==> src/rtl/qrm_sqrt.sv <==
// Pipelined integer square root, one result bit per stage.
// Uses no package items; instantiated by the top level.
module qrm_sqrt #(
   parameter int SUM_W  = 33,
   parameter int ROOT_W = 17,
   parameter int SIDE_W = 8
) (
   input  logic              clock,
   input  logic              reset,
   input  logic              en,
   input  logic              in_vld,
   input  logic [SUM_W-1:0]  in_sum,
   input  logic [SIDE_W-1:0] in_side,
   output logic              out_vld,
   output logic [ROOT_W-1:0] out_root,
   output logic [SIDE_W-1:0] out_side
);

   localparam int W2 = 2 * ROOT_W + 1;

   logic [SUM_W-1:0]  rem_ff  [ROOT_W];
   logic [ROOT_W-1:0] root_ff [ROOT_W];
   logic [SIDE_W-1:0] side_ff [ROOT_W];
   logic              vld_ff  [ROOT_W];

   for (genvar k = 0; k < ROOT_W; k++) begin : g_stage
      localparam int I = ROOT_W - 1 - k;
      logic [SUM_W-1:0]  rem_p;
      logic [ROOT_W-1:0] root_p;
      logic [SIDE_W-1:0] side_p;
      logic              vld_p;
      logic [W2-1:0]     inc;

      if (k == 0) begin : g_first
         assign rem_p  = in_sum;
         assign root_p = '0;
         assign side_p = in_side;
         assign vld_p  = in_vld;
      end else begin : g_next
         assign rem_p  = rem_ff[k-1];
         assign root_p = root_ff[k-1];
         assign side_p = side_ff[k-1];
         assign vld_p  = vld_ff[k-1];
      end

      // (root + 2^I)^2 - root^2; root has no bits at or below I yet
      assign inc = (W2'(root_p) << (I + 1)) | (W2'(1) << (2 * I));

      always_ff @(posedge clock) begin
         if (reset) begin
            vld_ff[k] <= 1'b0;
         end else if (en) begin
            vld_ff[k] <= vld_p;
         end
      end

      // Try this root bit against the running remainder
      always_ff @(posedge clock) begin
         if (en) begin
            side_ff[k] <= side_p;
            if (W2'(rem_p) >= inc) begin
               rem_ff[k]  <= rem_p - SUM_W'(inc);
               root_ff[k] <= root_p | (ROOT_W'(1) << I);
            end else begin
               rem_ff[k]  <= rem_p;
               root_ff[k] <= root_p;
            end
         end
      end
   end

   assign out_vld  = vld_ff[ROOT_W-1];
   assign out_root = root_ff[ROOT_W-1];
   assign out_side = side_ff[ROOT_W-1];

endmodule

==> config.mk <==
export PLATFORM = sky130hd
export DESIGN_NAME = qrm_sqrt
export DESIGN_NICKNAME = d
export VERILOG_FILES = /design/src/rtl/qrm_sqrt.sv
export SDC_FILE = /design/constraint.sdc
export NUM_CORES = 1
export LEC_CHECK = 0
export ABC_CLOCK_PERIOD_IN_PS = 4200
export BUFFER_PORTS_ARGS = -buffer_cell sky130_fd_sc_hd__buf_2
export CAP_MARGIN = 20
export CORE_UTILIZATION = 35
export DETAILED_ROUTE_END_ITERATION = 10
export GPL_TIMING_DRIVEN = 0
export PLACE_DENSITY = 0.5
export SETUP_SLACK_MARGIN = 0.1
export SLEW_MARGIN = 10
export SYNTH_ARGS = -nofsm -noshare
export SYNTH_HDL_FRONTEND = slang
export SYNTH_SLANG_ARGS = --single-unit
export TNS_END_PERCENT = 30
==> constraint.sdc <==
create_clock -name clock -period 4.2 [get_ports clock]
set_input_delay 0.63 -clock clock [delete_from_list [all_inputs] [get_ports clock]]
set_output_delay 0.63 -clock clock [all_outputs]
set_load 0.05 [all_outputs]
==> results of run 1 <==
==> state kept, by name, summed over array words and instances, names as in the netlist <==
signal	cells
rem_ff	528
root_ff	153
vld_ff	17
side_ff	136
==> logic make-up (layout without fill, tap and decap cells) <==
| logic type | count (synthesis) | after routing | share of synthesized area [%] |
|---|---|---|---|
| compound gates | 448 | 448 | 7.56 |
| xor+xnor | 211 | 211 | 5.03 |
| fa+ha+maj | 166 | 166 | 5.65 |
| buf+inv | 263 | 509 | 2.70 |
| flops | 834 | 834 | 68.1 |
| mux | 16 | 16 | 0.477 |
| other cells | 0 | 1 | 0 |
| simple gates | 716 | 716 | 10.4 |
==> placed cells by master (no fill, tap or decap), drive strengths merged, types with 31 or more instances in the layout <==
master / instances
buf: 90
a21oi: 110
nor4: 68
nand2b: 31
clkbuf: 161
clkinv: 38
ha: 166
nand4: 33
nor2b: 32
nand2: 166
inv: 207
a21o: 42
nor3: 74
nor2: 122
o21ai: 153
edfxtp: 834
nand3: 32
xor2: 125
xnor2: 86
==> area by class of cell <==
class / instances / area, um^2
clock buffers: 109 / 2340
plain buffers: 57 / 239
fillers: 9526 / 61700
multi-input cells: 1557 / 10700
flip-flops and latches: 834 / 25000
well taps: 1380 / 1730
diodes: 1 / 2.50
repair buffers: 85 / 687
clock inverters: 53 / 591
inverters: 205 / 769
==> where the power goes <==
group | internal [uW] | total, uW | switching [uW]
Clock | 4550 | 7800 | 3240
Sequential | 10300 | 10900 | 592
Combinational | 1210 | 2910 | 1700
==> worst max-delay path, delay by kind of cell (launching register included) <==
| family | cells | cell delay (ns) |
|---|---|---|
| compound gates | 3 | 1.53 |
| fa+ha+maj | 1 | 0.38 |
| mux | 1 | 0.40 |
| simple gates | 2 | 0.48 |
| buf+inv | 1 | 0.52 |
| flops | 1 | 0.41 |
==> routing by layer <==
metal,routed length [um],share of wire (%),GRT usage (%)
met1,33000,43,18.1
met2,37700,49,24.5
met3,2990,3.9,2.38
met4,2540,3.3,5.51
met5,0,0,0
==> through the flow <==
| step | setup slack, ns | std cells | hold WS (ns) | cell area [um^2] | util (%) |
|---|---|---|---|---|---|
| 5_1_grt | 0.0637 | 4280 | 0.0875 | 42100 | 40.6 |
| 2_1_floorplan | 1.04 | 2654 | 0.400 | 36800 | - |
| 3_3_place_gp | -3.27 | 4104 | 0.400 | 38800 | 37.4 |
| 6_report | 0.224 | 4281 | 0.140 | 42100 | 40.6 |
| 4_1_cts | 0.274 | 4280 | 0.0756 | 42100 | 40.6 |
| 3_5_place_dp | -0.950 | 4119 | 0.405 | 39200 | 37.8 |
==> how the worst min path moves through the flow <==
stage / slack [ns] / start / endpoint
floorplan: 0.40 / side_ff[9][0]$_DFFE_PP_ / side_ff[10][0]$_DFFE_PP_
global placement: 0.40 / side_ff[6][4]$_DFFE_PP_ / side_ff[7][4]$_DFFE_PP_
detailed placement: 0.40 / side_ff[11][5]$_DFFE_PP_ / side_ff[12][5]$_DFFE_PP_
CTS: 0.08 / in_side[4] / side_ff[0][4]$_DFFE_PP_
global route: 0.09 / in_side[1] / side_ff[0][1]$_DFFE_PP_
finish: 0.14 / in_sum[27] / rem_ff[0][27]$_DFFE_PP_
==> repair_timing <==
item,in CTS,in global routing
hold buffers,0,0
endpoints found under the setup margin,129,2
gates resized for setup,0,1
pin swaps,0,0
setup buffers,0,0
==> results.sh, run 1 <==
export IMPL_cap_violations=0
export IMPL_io_buffer_count=70
export IMPL_crit_type="reg2reg"
export IMPL_netlist_instances=2654
export IMPL_fin_tns_setup_ns=0
export IMPL_ff2ff_path_depth=8
export IMPL_drt_iter0_markers=1463
export IMPL_relSlewSlack_pct=27.4
export IMPL_antenna_found_initial=0
export IMPL_ctsRootBufferMaster="clkbuf_16"
export IMPL_setup_viol_count_final=0
export IMPL_postSynth_asyncResetShare_pct=0
export IMPL_clk_latency_ns=0.66
export IMPL_grt_start_max_net_pins=86
export IMPL_power_uw=21600
export IMPL_ys_top_cells_by_count="edfxtp_1 (834), inv_1 (205), ha_1 (166), nand2_1 (166), o21ai_0 (152)"
export IMPL_grt_pass1_vias=21500
export IMPL_dp_hpwl_um=56700
export IMPL_dr_total_vias=21400
export IMPL_min_path_cells=1
export IMPL_cp_startpoint="rem_ff[13][9]$_DFFE_PP_"
export IMPL_slowest_delay_ns=0.61
export IMPL_die_x_um=326
export IMPL_synth_seq_cells=834
export IMPL_yosysWarnings=0
export IMPL_critPathCaptureType="flip-flop"
export IMPL_clock_sinks=834
export IMPL_hp_class="in2reg"
export IMPL_start_kind="flip-flop"
export IMPL_ys_seq_area_share_pct=68.1
export IMPL_ys_types=69
export IMPL_finalWirelength_um=76300
export IMPL_synth_area_per_cell_um2=13.8
export IMPL_crit_end="rem_ff[14][11]$_DFFE_PP_"
export IMPL_core_um2=104000
export IMPL_cts_clk_slew_worst_paths_ns=0.06
export IMPL_crit_slowest_cell="a211oi_1"
export IMPL_yosys_area_top_type="edfxtp_1"
export IMPL_grt_usage_pct=14.3
export IMPL_antenna_left=0
export IMPL_dieArea_um2=106000
export IMPL_grt_pass1_wl_um=120000
export IMPL_max_freq_mhz=252
export IMPL_critPathArrivalTime_ns=4.39
export IMPL_synth_edff_count=834
export IMPL_synth_top_cell_area_share_pct=68.1
export IMPL_finClkSkew_ns=0.0325
export IMPL_cts_tree="built"
export IMPL_powerDensity_nw_per_um2=513
export IMPL_ios=71
export IMPL_synthFlopType="edfxtp_1"
export IMPL_start_util_pct=35.4
export IMPL_worst_slew_pin_slew_ns=1.08
export IMPL_reg2reg_to="rem_ff[14][11]$_DFFE_PP_"
export IMPL_rr_startpoint="rem_ff[13][9]$_DFFE_PP_"
export IMPL_finalCritPeriodShare_pct=94.7
export IMPL_r2r_setup_slack_ns=0.22
export IMPL_syn_nets=2865
export IMPL_syn2layout_area_growth_pct=14.6
export IMPL_wire_per_inst_um=17.8
export IMPL_outcome="finished, final reports clean"
export IMPL_hold_viol_final=0
export IMPL_clockBufferDepth=3
export IMPL_layout_drive_gt1_share_pct=9.28
export IMPL_first_pass_iters=5
export IMPL_post_drt_via_cell_ratio=5.00
export IMPL_ir_worst_vdd_mv=0.354
export IMPL_rows=118
export IMPL_min_period_ns=3.98
export IMPL_rsz0062_at_grt="yes"
export IMPL_slew_violations=0
export IMPL_drc=0
export IMPL_htreeDepth=3
export IMPL_grt_remaining_overflow=0
export IMPL_numCtsBuffers=91
export IMPL_worstPathMaxFanout=10
export IMPL_path_cells="ha_1, and2_1, and3_1, a211oi_1, o21ai_1, a41oi_1, clkbuf_1, mux2_2"
export IMPL_yosysMostFrequentCell="edfxtp_1"
export IMPL_leakage_uw=0.0156
export IMPL_critPathRequiredTime_ns=4.61
export IMPL_ys_top_cells_by_area="edfxtp_1 (68%), ha_1 (5.7%), xor2_1 (3.0%)"
export IMPL_final_nets=3042
export IMPL_syn_area_um2=36800
export IMPL_die_y_um=326
export IMPL_gp_congestion=0.884
(Power assumes the default switching activity.)
==> run 2: changes to the inputs <==
- ABC_CLOCK_PERIOD_IN_PS: 4200 -> 5100
- CORE_MARGIN: not set -> 2
- PLACE_DENSITY: 0.5 -> 0.46
- clock period: 4.2 -> 5.1 ns (I/O delays scaled with it)
==> run 2 against run 1 <==
Utilization rose by 0.15 points; worst setup slack improved by 0.89 ns; largest cell class unchanged; worst hold slack improved by 0.12 ns; register-to-register slack improved by 0.89 ns; largest power group unchanged; first-iteration DRC count rose by 10%.
==> results.sh, run 2 (synthesized netlist as in run 1, its figures left out) <==
export IMPL_p_clk_share_pct=36.9
export IMPL_start_util_pct=35.4
export IMPL_core_um2=104000
export IMPL_rr_startpoint="rem_ff[13][9]$_DFFE_PP_"
export IMPL_final_cell_count_no_fill=4291
export IMPL_place_ws_ns=0.666
export IMPL_ctsHoldBuffers=0
export IMPL_dr_total_vias=21200
export IMPL_die_x_um=328
export IMPL_worstPathMaxFanout=10
export IMPL_layout_common_cells="edfxtp_1 (834), inv_1 (205), nand2_1 (166), ha_1 (166), o21ai_0 (152)"
export IMPL_syn2layout_area_growth_pct=15.0
export IMPL_sw_frac_of_total_pct=26.2
export IMPL_cts_clk_slew_worst_paths_ns=0.06
export IMPL_io_buffer_count=70
export IMPL_setup_viol_count_final=0
export IMPL_reg_top3="rem_ff: 528 flops, root_ff: 153 flops, side_ff: 136 flops"
export IMPL_power_uw=18100
export IMPL_finalWirelength_um=79400
export IMPL_start_kind="flip-flop"
export IMPL_rsz0062_at_grt="no"
export IMPL_ir_worst_vdd_mv=0.269
export IMPL_worst_slew_pin_slew_ns=1.02
export IMPL_first_pass_iters=7
export IMPL_final_cell_area_um2=42300
export IMPL_max_freq_mhz=251
export IMPL_powerDensity_nw_per_um2=427
export IMPL_htreeDepth=3
export IMPL_clockBufferDepth=3
export IMPL_fillers=9529
export IMPL_ctsResizeCount=0
export IMPL_cts_tree="built"
export IMPL_place_area_um2=39200
export IMPL_cts_setup_buffers=0
export IMPL_final_common_cell="edfxtp_1"
export IMPL_cap_violations=0
export IMPL_dieArea_um2=108000
export IMPL_grt_start_max_net_pins=73
export IMPL_hold_viol_final=0
export IMPL_grt_pass1_vias=21300
export IMPL_crit_type="reg2reg"
export IMPL_antenna_found_initial=2
export IMPL_p_seq_share_pct=49.7
export IMPL_dp_hpwl_um=59200
export IMPL_cp_startpoint="rem_ff[13][9]$_DFFE_PP_"
export IMPL_slew_violations=0
export IMPL_leakage_uw=0.0156
export IMPL_post_drt_via_cell_ratio=4.95
export IMPL_critPathRequiredTime_ns=5.51
export IMPL_comb_power_share_pct=13.4
export IMPL_setup_ws_ns=1.11
export IMPL_ios=71
export IMPL_p_switching_uw=4720
export IMPL_layout_drive_gt1_share_pct=9.65
export IMPL_gp_congestion=0.895
export IMPL_rows=118
export IMPL_die_y_um=328
export IMPL_largest_reg_flops=528
export IMPL_ctsRootBufferMaster="clkbuf_16"
export IMPL_drt_iter0_markers=1612
export IMPL_clock_sinks=834
export IMPL_clk_latency_ns=0.67
export IMPL_diodes=0
export IMPL_antenna_left=0
export IMPL_relSlewSlack_pct=32.2
export IMPL_finClkSkew_ns=0.0334
export IMPL_hp_class="in2reg"
export IMPL_final_nets=3046
export IMPL_hp_start="in_sum[17]"
export IMPL_finalCritPeriodShare_pct=78.2
export IMPL_min_period_ns=3.99
export IMPL_grt_usage_pct=14.7
export IMPL_critPathArrivalTime_ns=4.40
export IMPL_drc=0
export IMPL_place_inst=4121
export IMPL_critPathCaptureType="flip-flop"
export IMPL_largest_register="rem_ff"
export IMPL_numCtsBuffers=91
export IMPL_grt_pass1_wl_um=123000
export IMPL_power_internal_uw=13300
export IMPL_grt_remaining_overflow=0
export IMPL_wire_per_inst_um=18.5
export IMPL_outcome="finished, final reports clean"
-- run 2: path summary, 6_finish.rpt --
path                            slack (ns)                  endpoint  depth (start not counted)
worst min register to register        0.42   side_ff[7][7]$_DFFE_PP_                          0
worst max-delay path                  1.11  rem_ff[14][11]$_DFFE_PP_                          8
worst max register to register        1.11  rem_ff[14][11]$_DFFE_PP_                          8
worst min-delay path                  0.26   rem_ff[0][17]$_DFFE_PP_                          1
-- run 2: worst max-delay path, cell delays in order (launching register included) --
cell      delay (ns)
edfxtp_1        0.41
ha_1            0.37
and2_1          0.23
and3_1          0.25
a211oi_1        0.58
o21ai_1         0.37
a41oi_1         0.56
clkbuf_1        0.55
mux2_2          0.41
-- run 2: layout make-up --
type	instances	area, um^2	area share (%)
sequential	834	25000	59.2
multi-input combinational	1557	10700	25.3
clock buffer	107	2360	5.58
tap	1380	1730	4.08
inverter	205	769	1.82
timing repair buffer	88	718	1.70
clock inverter	62	701	1.66
buffer	58	243	0.574
-- run 2: power groups by stage --
stage	Sequential [uW]	Combinational, uW	Clock [uW]
after detailed placement	9130	2420	0
after global routing	9050	2720	7140
after CTS	8990	2440	6890
after global placement	9140	2340	0
after floorplan	8930	1770	0
final	8970	2420	6660
-- run 2: through the flow --
stage	hold slack [ns]	TNS, ns	util (%)
3_5_place_dp	0.405	0	37.8
6_report	0.264	0	40.7
3_3_place_gp	0.400	-1637.08	37.4
5_1_grt	0.206	0	40.7
2_1_floorplan	0.400	0	-
4_1_cts	0.201	0	40.7
-- run 2: layer usage --
metal,track usage (%),up-vias,share of wire [%]
li1,-,10300,-
met1,18.8,10300,44
met2,25.5,444,50
met3,2.53,146,4.2
met4,4.47,0,2.6
met5,0,-,0
